**src/rtl/core/vps_pkg.sv**
```systemverilog
// Shared types, constants and tables for the vehicle pose step block.
// Used by the register file, controller, datapath and top level.
// No dependencies.
`timescale 1ns / 1ps
`default_nettype none
package vps_pkg;

   localparam int FRAC_BITS    = 16;
   localparam int POS_WIDTH    = 40;
   localparam int CORDIC_STEPS = 16;
   localparam int MAX_STEPS    = 24;
   localparam int MOD_STEPS    = 24;
   localparam int IDX_BITS     = 5;

   localparam int DEAD_BAND = ((1 << FRAC_BITS) + 9) / 10;
   localparam int FULL_TURN = 360 << FRAC_BITS;

   localparam logic signed [33:0] GAIN_INV = 34'sd652032874;

   // Register indexes.
   localparam logic [1:0] REG_FWD   = 2'd0;
   localparam logic [1:0] REG_BWD   = 2'd1;
   localparam logic [1:0] REG_LEFT  = 2'd2;
   localparam logic [1:0] REG_RIGHT = 2'd3;

   // Operand selections of the shared multiplier.
   localparam logic [3:0] MUL_NOP = 4'd0;
   localparam logic [3:0] MUL_SPD = 4'd1;
   localparam logic [3:0] MUL_STR = 4'd2;
   localparam logic [3:0] MUL_T   = 4'd3;
   localparam logic [3:0] MUL_P   = 4'd4;
   localparam logic [3:0] MUL_Q   = 4'd5;
   localparam logic [3:0] MUL_R   = 4'd6;
   localparam logic [3:0] MUL_X   = 4'd7;
   localparam logic [3:0] MUL_Z   = 4'd8;

   typedef struct packed {
      logic signed [31:0] fwd;
      logic signed [31:0] bwd;
      logic signed [31:0] left;
      logic signed [31:0] right;
   } lim_type;

   typedef struct packed {
      logic                load;
      logic [3:0]          mul_op;
      logic                clamp;
      logic                cord_init;
      logic                cord_step;
      logic                mod_init;
      logic                mod_step;
      logic                finish;
      logic [IDX_BITS-1:0] idx;
   } cmd_type;

   typedef struct packed {
      logic opcode;
   } sts_type;

   // atan(2^-k) in degrees, Q8.24.
   function automatic logic [31:0] atan_deg(input logic [IDX_BITS-1:0] k);
      logic [31:0] r;
      case (k)
         5'd0:    r = 32'd754974720;
         5'd1:    r = 32'd445687602;
         5'd2:    r = 32'd235489088;
         5'd3:    r = 32'd119537938;
         5'd4:    r = 32'd60000934;
         5'd5:    r = 32'd30029717;
         5'd6:    r = 32'd15018523;
         5'd7:    r = 32'd7509720;
         5'd8:    r = 32'd3754917;
         5'd9:    r = 32'd1877466;
         5'd10:   r = 32'd938734;
         5'd11:   r = 32'd469367;
         5'd12:   r = 32'd234684;
         5'd13:   r = 32'd117342;
         5'd14:   r = 32'd58671;
         5'd15:   r = 32'd29335;
         5'd16:   r = 32'd14668;
         5'd17:   r = 32'd7334;
         5'd18:   r = 32'd3667;
         5'd19:   r = 32'd1833;
         5'd20:   r = 32'd917;
         5'd21:   r = 32'd458;
         5'd22:   r = 32'd229;
         5'd23:   r = 32'd115;
         default: r = 32'd0;
      endcase
      return r;
   endfunction

endpackage
`default_nettype wire

```
**src/rtl/core/vps_csr.sv**
```systemverilog
// Limit registers behind the APB-style configuration port.
// Depends on vps_pkg.
`timescale 1ns / 1ps
`default_nettype none
module vps_csr (
   input  wire logic               clock,
   input  wire logic               reset,
   input  wire logic               psel,
   input  wire logic               penable,
   input  wire logic               pwrite,
   input  wire logic [3:0]         paddr,
   input  wire logic [31:0]        pwdata,
   output logic      [31:0]        prdata,
   output logic                    pready,
   output vps_pkg::lim_type        lim
);

   vps_pkg::lim_type lim_ff, lim_in;
   logic [1:0] sel;

   assign sel    = paddr[3:2];
   assign pready = 1'b1;
   assign lim    = lim_ff;

   always_comb begin
      lim_in = lim_ff;
      if (psel && penable && pwrite) begin
         case (sel)
            vps_pkg::REG_FWD:   lim_in.fwd   = pwdata;
            vps_pkg::REG_BWD:   lim_in.bwd   = pwdata;
            vps_pkg::REG_LEFT:  lim_in.left  = pwdata;
            vps_pkg::REG_RIGHT: lim_in.right = pwdata;
            default:            lim_in = lim_ff;
         endcase
      end
   end

   always_comb begin
      case (sel)
         vps_pkg::REG_FWD:   prdata = lim_ff.fwd;
         vps_pkg::REG_BWD:   prdata = lim_ff.bwd;
         vps_pkg::REG_LEFT:  prdata = lim_ff.left;
         vps_pkg::REG_RIGHT: prdata = lim_ff.right;
         default:            prdata = 32'd0;
      endcase
   end

   always_ff @(posedge clock) begin
      if (reset) begin
         lim_ff.fwd   <= 32'sd655360;
         lim_ff.bwd   <= -32'sd327680;
         lim_ff.left  <= 32'sd983040;
         lim_ff.right <= -32'sd983040;
      end else begin
         lim_ff <= lim_in;
      end
   end

endmodule
`default_nettype wire

```
**config.mk**
```make
export PLATFORM = sky130hd
export DESIGN_NAME = vps_csr
export DESIGN_NICKNAME = d
export VERILOG_FILES = /design/src/rtl/core/vps_pkg.sv /design/src/rtl/core/vps_csr.sv
export SDC_FILE = /design/constraint.sdc
export NUM_CORES = 1
export LEC_CHECK = 0
export BUFFER_PORTS_ARGS = -buffer_cell sky130_fd_sc_hd__buf_2
export CAP_MARGIN = 0
export CORE_ASPECT_RATIO = 0.9
export CORE_MARGIN = 2
export CORE_UTILIZATION = 50
export DETAILED_ROUTE_END_ITERATION = 16
export PLACE_DENSITY = 0.86
export SYNTH_ARGS = -nofsm -noshare
export SYNTH_HDL_FRONTEND = slang
export SYNTH_SLANG_ARGS = --single-unit
```
**constraint.sdc**
```tcl
create_clock -name clock -period 2.4 [get_ports clock]
set_input_delay 0.48 -clock clock [delete_from_list [all_inputs] [get_ports clock]]
set_output_delay 0.48 -clock clock [all_outputs]
set_load 0.02 [all_outputs]
```
==> results.cfg, run 1 <==
[timing]
hold_viol_final = 0
fmax_mhz = 480
hold_ws_ns = 0.337
finalClockSkew_ns = 0
slew_headroom_pct = 46.7
tightest_slew_ns = 0.800
maxSlewViolCount = 0
timing.final.crit_period_ns = 2.08
period_share_pct = 86.8
setup_viol = 0
rsz0062_at_grt = no
finalSetupTns_ns = 0

[cts]
cts_setup_buffers = 0
cts_inserted_buffers = 17
htree_levels = 4
cts_root_buf = clkbuf_16
clock_latency_ns = 0.41
clk_pin_slew_ns = 0.06
cts.repair.resized = 0
holdBufCountCts = 0
cts.path.max_buffers = 2
clock_sinks = 128
tritoncts = done

[worst_setup_path]
cp.buffers_inverters = 3
worst_path_dominant_cell_family = buffers and inverters
crit_path_start_kind = primary input
reg2reg_slack_ns = 1.69
crit_required_ns = 1.92
crit_slowest_cell = mux4_2
path_cells = buf_2 > buf_12 > mux4_2 > buf_2
worst_setup_path_end_kind = output pin
slowest_delay_ns = 0.55
worst-endpoint-arrival_ns = 1.60
critPathKind = in2out
critPathMaxFanout = 30
crit_top_cell = buf_2

[logic_synthesis]
ys_warn_count = 0
synthCells = 517
seq_area_frac_synth_pct = 43.5
syn_area_per_cell_um2 = 11.4
syn_area_um2 = 5890
ys_types = 19
synth_nets = 558
synth_seq_cells = 128

[floorplan]
io-pin-count = 202
die_h_um = 107
initial_core_util_pct = 51.3
die_w_um = 118
num_rows = 37
die_area_um2 = 12700
coreArea_um2 = 11500

[place]
place_area_um2 = 6930
gp_congestion = 0.763
dpl.hpwl_mm = 10.2
place_inst = 840
numPortBuffers = 198

[layout]
layout-drive-gt1-share_pct = 38.5
nNetsFinal = 744
largest_register_ffs = 128
mostFrequentLayoutCells = buf_2 (197), mux2i_1 (128), dfxtp_1 (128)
synthToLayoutAreaGrowth_pct = 28.1
multi_input_area_um2 = 3060
diodes = 0
final_cells = 872
final_common_cell = buf_2
fillCellCount = 907
regArea_um2 = 2560
fin_area_um2 = 7550

[power_and_ir_drop]
ir_drop_mv = 0.540
power.density_nw_per_um2 = 695
leakagePower_nw = 3.78
p_total_w = 0.00525

[global_routing]
antenna_found_initial = 0
grt_max_degree = 177
grt_pass1_wl_mm = 23.8
grt_overflow = 0
grtUsageTotal_pct = 24.1
grt_pass1_vias = 4610

[route]
ant_nets = 0
first_pass_iters = 4
wire_per_inst_um = 17.3
wl_mm = 15.1
drt_iter0_drc = 282
vias_per_cell = 5.25
route.detailed.drc = 0
vias = 4582

[hold_path]
hold_path.class = in2reg

[status]
status = finished, final reports clean

[job]
cap_violations = 0
## synthesized netlist by cell type, drive strengths merged
master  count  area [um2]
dfxtp     128        2560
mux2i     128        1280
nand2b    126         788
nor2       51         191
mux4       32         721
buf        27         220
clkbuf     15        56.3
and3        2        12.5
nand3       2        15.0
conb        1        3.75
nand3b      1        7.51
nand4       1        6.26
nor3        1        10.0
or2         1        6.26
or3         1        11.3
## cell type report
class	instances	share of cell area (%)
flip-flops and latches	128	33.9
clock inverters	10	1.76
clock buffers	22	6.41
repair buffers	209	14.8
well taps	156	2.59
multi-input cells	347	40.5
## worst register-to-register path, delay by kind of cell, from the launching register on
| family | cells | cell delay [ns] |
|---|---|---|
| flops | 1 | 0.39 |
| simple gates | 1 | 0.07 |
| mux | 1 | 0.18 |
## metrics by stage
step | setup WS [ns] | util [%]
detailed placement | 0.311 | 60.4
floorplan | 0.499 | -
global placement | 0.328 | 60.4
CTS | 0.307 | 65.7
global route | 0.256 | 65.7
finish | 0.316 | 65.7
## kinds of logic (layout without fill, tap and decap cells)
group                  after synthesis  after routing  share of synthesized area [%]
flip-flops                         128            128                           43.5
multiplexers                       160            160                           34.0
AND/OR/NAND/NOR                    186            186                           17.8
other                                1              1                         0.0636
buffers and inverters               42            241                           4.69
## layer usage
layer	vias to the layer above	routed length, um	GRT usage (%)
li1	2148	-	-
met1	2249	6190	28.5
met2	166	7850	41.8
met3	19	885	6.28
met4	0	198	9.69
met5	-	0	0
## power by group
part           switching, W  leakage, nW  internal, W
clock network      0.000922        0.298      0.00173
registers         0.0000228         1.03      0.00215
logic              0.000234         2.44     0.000180
total               0.00118         3.78      0.00407
## path summary, 6_finish.rpt
check | to | depth (start not counted) | startpoint
max reg2reg | lim[28]$_SDFFE_PP1P_ | 2 | lim[28]$_SDFFE_PP1P_
min reg2reg | lim[43]$_SDFFE_PP0P_ | 2 | lim[43]$_SDFFE_PP0P_
min | lim[17]$_SDFFE_PP0P_ | 3 | pwdata[17]
max | prdata[5] | 4 | paddr[2]
(Power assumes the default switching activity.)
==> run 2: changes to the inputs <==
--- a/config.mk
+++ b/config.mk
@@ -5,6 +5,7 @@
 export SDC_FILE = /design/constraint.sdc
 export NUM_CORES = 1
 export LEC_CHECK = 0
+export ABC_AREA = 1
 export BUFFER_PORTS_ARGS = -buffer_cell sky130_fd_sc_hd__buf_2
 export CAP_MARGIN = 0
 export CORE_ASPECT_RATIO = 0.9
==> run 2 against run 1 <==
Global-route usage grew 3.2 points; clock skew did not move; wire length is 12% higher.
==> results.cfg, run 2 <==
[worst_setup_path]
cp.buffers_inverters = 4
path_cells = buf_2 > nand2_1 > inv_2 > buf_4 > nand2_1 > nand4_1 > buf_2
crit_path_start_kind = primary input
critPathMaxFanout = 13
crit_slowest_cell = buf_4
worst_path_dominant_cell_family = buffers and inverters
worst-endpoint-arrival_ns = 1.57
critPathKind = in2out
worst_setup_path_end_kind = output pin
crit_required_ns = 1.92
slowest_delay_ns = 0.26

[job]
cap_violations = 0

[logic_synthesis]
synth_largest_area_cell = dfxtp_1
syn_area_um2 = 5690
synth_most_common_cell = nand2_1
synth-main-ff-cell = dfxtp_1
async_flop_share_pct = 0
synth_seq_cells = 128
synthCells = 883
seq_area_frac_synth_pct = 45.0
synth_commonest_cells = nand2_1 (299), nor2_1 (191), nand3_1 (129), dfxtp_1 (128), inv_1 (34)
synth_nets = 924
ys_types = 12
syn_area_per_cell_um2 = 6.45
yosys-top-cells-area = dfxtp_1 (45%), nand2_1 (20%), nor2_1 (13%), nand3_1 (11%), nand4_1 (3.5%)
yosysTopAreaCellShare_pct = 45.0
ys_warn_count = 0
synth-edff-count = 0

[floorplan]
initial_core_util_pct = 52.0
io-pin-count = 202
die_h_um = 105
num_rows = 36
coreArea_um2 = 10900
die_w_um = 116
die_area_um2 = 12300

[place]
gp_congestion = 0.822
dpl.hpwl_mm = 11.0
numPortBuffers = 198
place_inst = 1192

[timing]
finalSetupTns_ns = 0
finalClockSkew_ns = 0
maxSlewViolCount = 0
rsz0062_at_grt = no
fmax_mhz = 488
tightest_slew_ns = 0.599
period_share_pct = 85.4
setup_viol = 0
timing.final.crit_period_ns = 2.05
slew_headroom_pct = 60.0
hold_viol_final = 0

[cts]
htree_levels = 4
tritoncts = done
cts_inserted_buffers = 17
cts_root_buf = clkbuf_16
cts.repair.resized = 0
cts_setup_buffers = 0
cts.path.max_buffers = 2
clock_latency_ns = 0.41
clk_pin_slew_ns = 0.05
clock_sinks = 128
holdBufCountCts = 0

[power_and_ir_drop]
ir_drop_mv = 0.480
leakagePower_nw = 3.73
power.density_nw_per_um2 = 718
p_total_w = 0.00536

[layout]
final_common_cell = nand2_1
nNetsFinal = 1100
final_cells = 1224
mostFrequentLayoutCells = nand2_1 (299), buf_2 (198), nor2_1 (188)
diodes = 0
synthToLayoutAreaGrowth_pct = 31.1
layout-drive-gt1-share_pct = 24.4
largest_register_ffs = 128

[global_routing]
antenna_found_initial = 0
grtUsageTotal_pct = 27.3
grt_max_degree = 129
grt_pass1_wl_mm = 26.9
grt_pass1_vias = 5644
grt_overflow = 0

[route]
wire_per_inst_um = 13.8
ant_nets = 0
route.detailed.drc = 0
vias = 6411
first_pass_iters = 5
vias_per_cell = 5.24
drt_iter0_drc = 570
wl_mm = 16.9

[hold_path]
hold_path.class = in2reg

[status]
status = finished, final reports clean
-- run 2: changes by cell type after synthesis, moves of 31 or more --
cell      change
inv_1        +34
nor2_1      +140
nand2_1     +299
nand3_1     +128
mux4_2       -32
nand4_1      +31
mux2i_1     -128
nand2b_1    -126
-- run 2: kinds of logic after synthesis --
group / Yosys count / share of synthesized area [%]
simple gates: 656 / 47.7
buf+inv: 98 / 7.21
other cells: 1 / 0.0659
flops: 128 / 45.0
-- run 2: report_power, final --
group	total, W	switching (W)	internal (W)
Clock	0.00257	0.000944	0.00162
Combinational	0.000579	0.000392	0.000186
Sequential	0.00221	0.0000381	0.00217
Total	0.00536	0.00137	0.00398
-- run 2: path summary, 6_finish.rpt --
path                        start              endpoint  slack, ns  cells past startpoint
max reg2reg  lim[17]$_SDFFE_PP0P_  lim[17]$_SDFFE_PP0P_       1.74                      2
min reg2reg  lim[90]$_SDFFE_PP1P_  lim[90]$_SDFFE_PP1P_       0.48                      2
max                      paddr[2]            prdata[13]       0.35                      7
min                    pwdata[23]  lim[87]$_SDFFE_PP1P_       0.31                      3
-- run 2: final cells by class --
cell class	instances	area, um2
Fill cell	985	3480
Inverter	37	140
Clock buffer	17	425
Clock inverter	15	170
Tap cell	152	190
Timing Repair Buffer	218	1230
Sequential cell	128	2560
Multi-Input combinational cell	657	2750
-- run 2: tightest hold or removal path: stages --
cell	delay, ns
buf_2	0.09
nand2_1	0.05
nand3_1	0.06
-- run 2: metal layers --
| metal | vias up | GRT usage, % | part of all wire, % |
|---|---|---|---|
| met3 | 28 | 6.04 | 9.0 |
| met4 | 0 | 9.44 | 1.8 |
| met1 | 2947 | 35.5 | 42 |
| met5 | - | 0 | 0 |
| met2 | 315 | 44.6 | 48 |
| li1 | 3121 | - | - |
-- run 2: through the flow --
stage,hold WS [ns],cell area (um2),worst slack [ns],util [%]
after floorplan,0.553,5690,0.671,-
after global placement,0.460,6870,0.370,62.8
after detailed placement,0.467,6870,0.352,62.8
after CTS,0.304,7460,0.350,68.2
after global routing,0.308,7460,0.263,68.2
final,0.309,7460,0.349,68.2
