File: src/rtl/core/vps_pkg.sv
// Shared types, constants and tables for the vehicle pose step block.
// Used by the register file, controller, datapath and top level.
// No dependencies.
`timescale 1ns / 1ps
`default_nettype none
package vps_pkg;

   localparam int FRAC_BITS    = 16;
   localparam int POS_WIDTH    = 40;
   localparam int CORDIC_STEPS = 16;
   localparam int MAX_STEPS    = 24;
   localparam int MOD_STEPS    = 24;
   localparam int IDX_BITS     = 5;

   localparam int DEAD_BAND = ((1 << FRAC_BITS) + 9) / 10;
   localparam int FULL_TURN = 360 << FRAC_BITS;

   localparam logic signed [33:0] GAIN_INV = 34'sd652032874;

   // Register indexes.
   localparam logic [1:0] REG_FWD   = 2'd0;
   localparam logic [1:0] REG_BWD   = 2'd1;
   localparam logic [1:0] REG_LEFT  = 2'd2;
   localparam logic [1:0] REG_RIGHT = 2'd3;

   // Operand selections of the shared multiplier.
   localparam logic [3:0] MUL_NOP = 4'd0;
   localparam logic [3:0] MUL_SPD = 4'd1;
   localparam logic [3:0] MUL_STR = 4'd2;
   localparam logic [3:0] MUL_T   = 4'd3;
   localparam logic [3:0] MUL_P   = 4'd4;
   localparam logic [3:0] MUL_Q   = 4'd5;
   localparam logic [3:0] MUL_R   = 4'd6;
   localparam logic [3:0] MUL_X   = 4'd7;
   localparam logic [3:0] MUL_Z   = 4'd8;

   typedef struct packed {
      logic signed [31:0] fwd;
      logic signed [31:0] bwd;
      logic signed [31:0] left;
      logic signed [31:0] right;
   } lim_type;

   typedef struct packed {
      logic                load;
      logic [3:0]          mul_op;
      logic                clamp;
      logic                cord_init;
      logic                cord_step;
      logic                mod_init;
      logic                mod_step;
      logic                finish;
      logic [IDX_BITS-1:0] idx;
   } cmd_type;

   typedef struct packed {
      logic opcode;
   } sts_type;

   // atan(2^-k) in degrees, Q8.24.
   function automatic logic [31:0] atan_deg(input logic [IDX_BITS-1:0] k);
      logic [31:0] r;
      case (k)
         5'd0:    r = 32'd754974720;
         5'd1:    r = 32'd445687602;
         5'd2:    r = 32'd235489088;
         5'd3:    r = 32'd119537938;
         5'd4:    r = 32'd60000934;
         5'd5:    r = 32'd30029717;
         5'd6:    r = 32'd15018523;
         5'd7:    r = 32'd7509720;
         5'd8:    r = 32'd3754917;
         5'd9:    r = 32'd1877466;
         5'd10:   r = 32'd938734;
         5'd11:   r = 32'd469367;
         5'd12:   r = 32'd234684;
         5'd13:   r = 32'd117342;
         5'd14:   r = 32'd58671;
         5'd15:   r = 32'd29335;
         5'd16:   r = 32'd14668;
         5'd17:   r = 32'd7334;
         5'd18:   r = 32'd3667;
         5'd19:   r = 32'd1833;
         5'd20:   r = 32'd917;
         5'd21:   r = 32'd458;
         5'd22:   r = 32'd229;
         5'd23:   r = 32'd115;
         default: r = 32'd0;
      endcase
      return r;
   endfunction

endpackage
`default_nettype wire

File: src/rtl/core/vps_ctrl.sv
// Sequencer of the pose step: walks the datapath through smoothing, CORDIC,
// shared-multiplier products and the heading wrap. Depends on vps_pkg.
`timescale 1ns / 1ps
`default_nettype none
module vps_ctrl #(
   parameter int CORDIC_STEPS = vps_pkg::CORDIC_STEPS
) (
   input  wire logic              clock,
   input  wire logic              reset,
   input  wire logic              req_valid,
   output logic                   req_stall,
   output logic                   rsp_valid,
   input  wire logic              rsp_stall,
   input  wire vps_pkg::sts_type  sts,
   output vps_pkg::cmd_type       cmd
);

   localparam logic [3:0] ST_IDLE = 4'd0;
   localparam logic [3:0] ST_SM   = 4'd1;
   localparam logic [3:0] ST_ST   = 4'd2;
   localparam logic [3:0] ST_TS   = 4'd3;
   localparam logic [3:0] ST_PR   = 4'd4;
   localparam logic [3:0] ST_CI   = 4'd5;
   localparam logic [3:0] ST_QM   = 4'd6;
   localparam logic [3:0] ST_RM   = 4'd7;
   localparam logic [3:0] ST_CR   = 4'd8;
   localparam logic [3:0] ST_XM   = 4'd9;
   localparam logic [3:0] ST_ZM   = 4'd10;
   localparam logic [3:0] ST_MI   = 4'd11;
   localparam logic [3:0] ST_MD   = 4'd12;
   localparam logic [3:0] ST_FIN  = 4'd13;

   localparam logic [vps_pkg::IDX_BITS-1:0] CORD_LAST =
      vps_pkg::IDX_BITS'(CORDIC_STEPS - 1);
   localparam logic [vps_pkg::IDX_BITS-1:0] MOD_LAST =
      vps_pkg::IDX_BITS'(vps_pkg::MOD_STEPS - 1);

   logic [3:0] state_ff, state_in;
   logic [vps_pkg::IDX_BITS-1:0] idx_ff, idx_in;
   logic full_ff, full_in;
   logic take;

   assign req_stall = (state_ff != ST_IDLE);
   assign rsp_valid = full_ff;
   assign take      = full_ff && !rsp_stall;

   always_comb begin
      state_in = state_ff;
      idx_in   = idx_ff;
      full_in  = take ? 1'b0 : full_ff;
      cmd      = '0;
      cmd.mul_op = vps_pkg::MUL_NOP;
      cmd.idx  = idx_ff;
      case (state_ff)
         ST_IDLE: begin
            if (req_valid) begin
               cmd.load = 1'b1;
               state_in = ST_SM;
            end
         end
         ST_SM: begin
            if (!sts.opcode) cmd.mul_op = vps_pkg::MUL_SPD;
            else cmd.clamp = 1'b1;
            state_in = ST_ST;
         end
         ST_ST: begin
            if (!sts.opcode) cmd.mul_op = vps_pkg::MUL_STR;
            state_in = ST_TS;
         end
         ST_TS: begin
            cmd.mul_op = vps_pkg::MUL_T;
            state_in = ST_PR;
         end
         ST_PR: begin
            cmd.mul_op = vps_pkg::MUL_P;
            state_in = ST_CI;
         end
         ST_CI: begin
            cmd.cord_init = 1'b1;
            state_in = ST_QM;
         end
         ST_QM: begin
            cmd.mul_op = vps_pkg::MUL_Q;
            state_in = ST_RM;
         end
         ST_RM: begin
            cmd.mul_op = vps_pkg::MUL_R;
            idx_in = '0;
            state_in = ST_CR;
         end
         ST_CR: begin
            cmd.cord_step = 1'b1;
            idx_in = idx_ff + 1'b1;
            if (idx_ff == CORD_LAST) state_in = ST_XM;
         end
         ST_XM: begin
            cmd.mul_op = vps_pkg::MUL_X;
            state_in = ST_ZM;
         end
         ST_ZM: begin
            cmd.mul_op = vps_pkg::MUL_Z;
            state_in = ST_MI;
         end
         ST_MI: begin
            cmd.mod_init = 1'b1;
            idx_in = '0;
            state_in = ST_MD;
         end
         ST_MD: begin
            cmd.mod_step = 1'b1;
            idx_in = idx_ff + 1'b1;
            if (idx_ff == MOD_LAST) state_in = ST_FIN;
         end
         ST_FIN: begin
            // The result register must be free before the new pose is shown.
            if (!full_ff || take) begin
               cmd.finish = 1'b1;
               full_in  = 1'b1;
               state_in = ST_IDLE;
            end
         end
         default: state_in = ST_IDLE;
      endcase
   end

   always_ff @(posedge clock) begin
      if (reset) begin
         state_ff <= ST_IDLE;
         idx_ff   <= '0;
         full_ff  <= 1'b0;
      end else begin
         state_ff <= state_in;
         idx_ff   <= idx_in;
         full_ff  <= full_in;
      end
   end

endmodule
`default_nettype wire

File: config.mk
export PLATFORM = sky130hd
export DESIGN_NAME = vps_ctrl
export DESIGN_NICKNAME = d
export VERILOG_FILES = /design/src/rtl/core/vps_pkg.sv /design/src/rtl/core/vps_ctrl.sv
export SDC_FILE = /design/constraint.sdc
export NUM_CORES = 1
export LEC_CHECK = 0
export BUFFER_PORTS_ARGS = -buffer_cell sky130_fd_sc_hd__buf_2
export CAP_MARGIN = 10
export CORE_MARGIN = 2
export CORE_UTILIZATION = 43
export CTS_BUF_LIST = sky130_fd_sc_hd__clkbuf_16
export DETAILED_ROUTE_END_ITERATION = 16
export PLACE_DENSITY = 0.8
export RECOVER_POWER = 50
export SETUP_SLACK_MARGIN = 0.4
export SLEW_MARGIN = 40
export SYNTH_ARGS = -nofsm -noshare
export SYNTH_HDL_FRONTEND = slang
export SYNTH_SLANG_ARGS = --single-unit
File: constraint.sdc
create_clock -name clock -period 1.51 [get_ports clock]
set_input_delay 0.3775 -clock clock [delete_from_list [all_inputs] [get_ports clock]]
set_output_delay 0.3775 -clock clock [all_outputs]
set_load 0.01 [all_outputs]
==> results.ini, run 1 <==
[clock_tree]
cts_made_buffers = 3
cts_tree = built
clkLatencyLatePin_ns = 0.24
clkTransAtPathRegs_ns = 0.04
clockRootBuffer = clkbuf_16
cts_sinks = 10
htreeDepth = 1
clk_path_buf_depth = 2

[synth]
synth_top_family_by_area = simple AND/OR/NAND/NOR gates
synthArstFlopShare_pct = 0
synthXorXnorAreaFrac_pct = 2.57
ys_seq_area_share_pct = 29.4
postSynthCellCount = 86
synth_compound_area_share_pct = 18.7
synthAdderAreaFrac_pct = 3.67
synthFlopType = dfxtp_1
synth_commonest_cells = dfxtp_1, nor2_1, nand2_1, nand2b_1
synth_edf_count = 0
syn_area_sq_um = 682
synth_simple_gate_area_share_pct = 32.8
yosysWarnings = 0
synth.distinct_cells = 37
muxShareOfSynthArea_pct = 6.06
synth_area_per_cell_sq_um = 7.93
ys_ff_latch = 10
synth.top_cell.area_share_pct = 29.4
syn_nets = 93
yosys.area.top_type = dfxtp_1
synth.area.top_cells = dfxtp_1, nor2_1, nand2b_1

[route]
drc = 0
firstDrtPassIters = 4
first_iter_violations = 65
viasPerCell = 6.56
wl_per_cell_microns = 25.0
vias = 1003
wl_microns = 3830
ant_nets = 0

[global_route]
grt_use_total_pct = 25.7
grt_first_pass_wirelength_microns = 3590
grt-ovfl-total = 0
grt_pass1_vias = 740
antenna_found_initial = 0
grt_max_degree = 11

[final_layout]
fin_nets = 145
area_growth_syn_to_layout_pct = 109
antenna_cells = 0
final-seq-area_sq_um = 233
multi_input_area_sq_um = 626
drive_above_1_share_pct = 73.0
nFillCells = 33

[sta]
fin_hold_ws_ns = 0.452
period_minus_slack_ns = 1.74
max_slew.worst_pin.slew_ns = 0.384
setup-violations-final = 18
final-max-slew-violation-count = 0
slew_headroom_pct = 74.4
fmax_mhz = 573
skew_ns = 0.00514
hold_viol_final = 0
setup_ws_ns = -0.235
tns_ns = -1.69
period_share_pct = 116
rsz0062_at_grt = true

[floorplanning]
ios = 23
die-area_sq_mm = 0.00192
num_rows = 14
die_h_microns = 43.8
fp.dieW_microns = 43.8
start_util_pct = 45.8
core_area_sq_mm = 0.00149

[setup_path]
crit_required_ns = 1.13
r2r_setup_slack_ns = -0.12
crit-reg2reg-capture = idx_ff[4]
setup.worst_path.class = reg -> out
r2r_cells = 8
cp.arrival_ns = 1.37
critPathMaxFanout = 10
cp-start-kind = flop
end_kind = output pin
worstReg2RegStart = state_ff[0]

[placement]
post-dp-hpwl_microns = 1260
io_buffer_count = 22
gp_congestion = 0.757

[worst_hold_path]
min_to = rsp_valid
hp-class = in -> reg
holdPathStages = 3
hp-start = rsp_stall

[run_status]
status = complete, but fails checks
violations = setup timing

[pwr]
p_per_area_mw_per_mm2 = 1820
ir_worst_vdd_mv = 1.67
leakage_nw = 0.633

[flow_run]
drv_cap = 0

==> cells by family (layout without fill, tap and decap cells) <==
family	count (synthesis)	after routing
muxes	4	4
AOI/OAI and AO/OA	20	20
adders and majority gates	2	2
xor gates and xnor gates	2	2
buffers and inverters	10	61
and+or+nand+nor	38	38
DFF	10	10
==> repair_timing <==
item,CTS,global route
resized for setup,31,31
hold buffers,0,0
pin swaps,15,17
buffers inserted,10,13
setup endpoints to repair,24,26
==> flip-flops by register name, summed over array words and instances, names as in the netlist <==
name / flops
idx_ff: 5
rsp_valid: 1
state_ff: 4
==> cells in the final DEF (no fill, tap or decap), types with 2 or more instances in the layout <==
master,Yosys,layout
clkbuf_16,0,3
o21ai_1,4,2
nand3b_1,2,2
buf_6,0,23
a21oi_2,0,2
dfxtp_4,0,8
ha_4,0,2
dfxtp_2,0,2
nor2_4,0,2
nand2_2,0,2
a21oi_1,4,2
inv_1,3,4
o21ai_0,2,2
nand2_1,5,3
xor2_1,2,2
nor2_1,10,7
buf_4,1,17
and3_4,0,3
mux2i_1,3,2
buf_2,4,13
o31ai_4,0,2
nand2b_4,0,3
==> where the power goes <==
group / switching [mW] / internal [mW] / total (mW)
Sequential: 0.136 / 0.342 / 0.478
Clock: 0.121 / 0.347 / 0.467
Combinational: 0.759 / 0.883 / 1.64
==> per-stage QoR <==
stage	instances	area, sq um	util, %	power, mW	setup slack [ns]
floorplan	86	778	-	0.967	0.126
global placement	126	921	61.8	1.18	0.0196
detailed placement	126	921	61.8	1.19	-0.00302
CTS	140	1200	80.4	1.93	-0.125
global route	153	1420	95.6	2.64	-0.222
finish	153	1420	95.6	2.59	-0.235
==> per-layer routing <==
metal / global-route usage [%] / vias up / share of wire, %
met5: 0 / - / 0
met4: 5.45 / 0 / 7.5
met3: 8.33 / 24 / 8.5
met2: 40.6 / 87 / 48
met1: 34.4 / 483 / 36
li1: - / 409 / -
==> worst max-delay path, stage by stage, from the launching register on <==
cell	delay, ns
dfxtp_4	0.38
buf_4	0.17
nor2b_1	0.14
o21ai_0	0.17
nand2_1	0.12
buf_2	0.15
==> final cells by class <==
type | instances | area share [%]
Clock buffer | 3 | 5.27
Inverter | 4 | 1.05
Multi-Input combinational cell | 66 | 43.9
Clock inverter | 1 | 0.264
Timing Repair Buffer | 53 | 31.7
Sequential cell | 10 | 16.3
Tap cell | 16 | 1.41
==> worst max-delay path by stage <==
stage	from	cells past startpoint	slack, ns	endpoint
final	state_ff[3]	5	-0.23	cmd[12]
after global routing	state_ff[3]	5	-0.22	cmd[12]
after CTS	state_ff[0]	4	-0.12	cmd[11]
after detailed placement	sts	6	-0.003	cmd[11]
after global placement	sts	6	0.02	cmd[11]
after floorplan	state_ff[0]	4	0.13	cmd[11]
(Power assumes the default switching activity.)
==> inputs of run 2 (changes only) <==
--- a/config.mk
+++ b/config.mk
@@ -11,6 +11,7 @@
 export CORE_UTILIZATION = 43
 export CTS_BUF_LIST = sky130_fd_sc_hd__clkbuf_16
 export DETAILED_ROUTE_END_ITERATION = 16
+export GPL_TIMING_DRIVEN = 0
 export PLACE_DENSITY = 0.8
 export RECOVER_POWER = 50
 export SETUP_SLACK_MARGIN = 0.4
==> run 2 against run 1 <==
The run still ends with setup timing left. Core utilization fell by 3.1 points. Non-clock buffer count fell by 2. Clock skew fell by 0.0015 ns. Register-to-register slack improved by 0.06 ns. Final cell count fell by 1.3%. Flip-flop and latch count did not move. Total power fell by 7.8%. Final area fell by 3.3%. Critical path type unchanged.
==> results.ini, run 2 (synthesis gave the netlist of run 1 again) <==
[global_route]
grt_pass1_vias = 920  ; +24%
grt_max_degree = 11  ; unchanged
grt-ovfl-total = 0  ; unchanged
antenna_found_initial = 0  ; unchanged
grt_use_total_pct = 33.8  ; +8.0 points
grt_first_pass_wirelength_microns = 4600  ; +28%

[route]
firstDrtPassIters = 5  ; +1
ant_nets = 0  ; unchanged
first_iter_violations = 36  ; -45%
wl_microns = 3260  ; -15%
viasPerCell = 5.96  ; -9.1%
wl_per_cell_microns = 21.6  ; -14%
drc = 0  ; unchanged
vias = 900  ; -10%

[sta]
fin_hold_ws_ns = 0.433  ; -0.0188 ns
rsz0062_at_grt = true
hold_viol_final = 0  ; unchanged
setup-violations-final = 14  ; -4
slew_headroom_pct = 65.8  ; -8.5 points
max_slew.worst_pin.slew_ns = 0.512  ; +0.129 ns
period_minus_slack_ns = 1.77  ; +0.0213 ns
fmax_mhz = 566  ; -1.2%
skew_ns = 0.00366  ; -0.00148 ns
setup_ws_ns = -0.256  ; -0.0213 ns
period_share_pct = 117  ; +1.4 points
final-max-slew-violation-count = 0  ; unchanged

[run_status]
violations = setup timing
status = complete, but fails checks

[final_layout]
final_cell_mix = buf_4, buf_6, buf_2, dfxtp_4, nor2_1
drive_above_1_share_pct = 66.7  ; -6.3 points
antenna_cells = 0  ; unchanged
area_growth_syn_to_layout_pct = 102
instances_no_fill = 151  ; -1.3%
largest_register_ffs = 5  ; unchanged
nFillCells = 48  ; +45%
fin_area_sq_mm = 0.00138  ; -3.3%
final-seq-area_sq_um = 224  ; -3.8%
multi_input_area_sq_um = 619  ; -1.0%
fin_nets = 143  ; -1.4%
largest_register = idx_ff
mostFrequentLayoutCell = buf_4

[floorplanning]
die-area_sq_mm = 0.00192  ; unchanged
fp.dieW_microns = 43.8  ; unchanged
start_util_pct = 45.8  ; unchanged
num_rows = 14  ; unchanged
ios = 23  ; unchanged
die_h_microns = 43.8  ; unchanged
core_area_sq_mm = 0.00149  ; unchanged

[setup_path]
slowest_stage = dfxtp_4
worstReg2RegStart = idx_ff[0]
crit_chain = buf_6 -> nand2b_4 -> mux2_4 -> o21ai_4 -> buf_6
critical-path-top-delay-family = flip-flops
crit_start = state_ff[0]
cp_common_cell = buf_6
cp-start-kind = flop
end_kind = output pin
cp.arrival_ns = 1.39  ; +0.02 ns
critPathMaxFanout = 5  ; -5
setup.worst_path.class = reg -> out
max_stage_delay_ns = 0.34  ; -0.04 ns
crit_required_ns = 1.13  ; about the same
path_buf_inv = 2  ; unchanged

[pwr]
p_per_area_mw_per_mm2 = 1730  ; -4.7%
leakage_nw = 0.618  ; -2.3%
ir_worst_vdd_mv = 1.37  ; -18%
p_total_mw = 2.38  ; -7.8%

[flow_run]
drv_cap = 0  ; unchanged

[placement]
io_buffer_count = 21  ; -4.5%
placed_cell_area_sq_um = 903  ; -1.9%
dp_slack_ns = -0.0437  ; -0.0407 ns
dp_cells = 123  ; -2.4%
post-dp-hpwl_microns = 1360  ; +8.0%
gp_congestion = 0.775  ; +2.4%

[clock_tree]
cts_sinks = 10  ; unchanged
clk_path_buf_depth = 2  ; unchanged
cts_tree = built
cts_hold_buf = 0  ; unchanged
htreeDepth = 1  ; unchanged
clkLatencyLatePin_ns = 0.24  ; about the same
clkTransAtPathRegs_ns = 0.04  ; about the same
clockRootBuffer = clkbuf_16
cts_made_buffers = 3  ; unchanged

[worst_hold_path]
hp-class = in -> reg
hp-start = rsp_stall

[run 2: cell count changes in the layout (fill, tap and decap cells not counted), sizes merged]
cell,before,now
buf,53,51
clkinv,0,1
inv,5,4
[run 2: routing by layer]
layer	vias up	part of all wire, %	global-route usage [%]
met2	53	51	56.5
met5	-	0	0
met4	0	2.4	15.2
met1	433	39	39.4
met3	11	6.9	10.0
li1	403	-	-
[run 2: cell type report]
cell class                 count  area share [%]
inverter                       4            1.09
clock inverter                 1           0.272
timing repair buffer          45            25.9
sequential                    10            16.3
multi-input combinational     66            45.0
tap                           16            1.45
buffer                         6            4.63
clock buffer                   3            5.45
[run 2: worst paths after layout]
| kind | to | slack, ns | cells after the start |
|---|---|---|---|
| setup reg to reg | state_ff[0] | -0.06 | 6 |
| hold reg to reg | idx_ff[4] | 0.53 | 2 |
| hold / removal | rsp_valid | 0.43 | 3 |
| setup / recovery | cmd[11] | -0.26 | 5 |
[run 2: worst register-to-register path, delay by kind of cell, from the launching register on]
| kind | cells | cell delay, ns |
|---|---|---|
| mux | 1 | 0.16 |
| fa+ha+maj | 1 | 0.14 |
| compound gates | 1 | 0.44 |
| flops | 1 | 0.36 |
| buf+inv | 1 | 0.13 |
| simple gates | 2 | 0.23 |
[run 2: metrics by stage]
step	util [%]	setup TNS (ns)
4_1_cts	87.1	-1.20
5_1_grt	92.5	-2.45
2_1_floorplan	-	0
3_5_place_dp	60.7	-0.0839
6_report	92.5	-1.88
3_3_place_gp	60.7	-0.00682
[run 2: repair_timing]
| action | 4_1_cts | 5_1_grt |
|---|---|---|
| endpoints found under the hold margin | 0 | 0 |
| gates resized for setup | 37 | 11 |
| setup buffers | 19 | 4 |
| cloned | 1 | 0 |
| pin swaps | 19 | 5 |
| setup endpoints to repair | 26 | 27 |
[run 2: power by group]
group	internal [mW]	total (mW)	switching (mW)
Sequential	0.334	0.391	0.0570
Combinational	0.762	1.51	0.752
Clock	0.348	0.480	0.132
Total	1.44	2.38	0.941
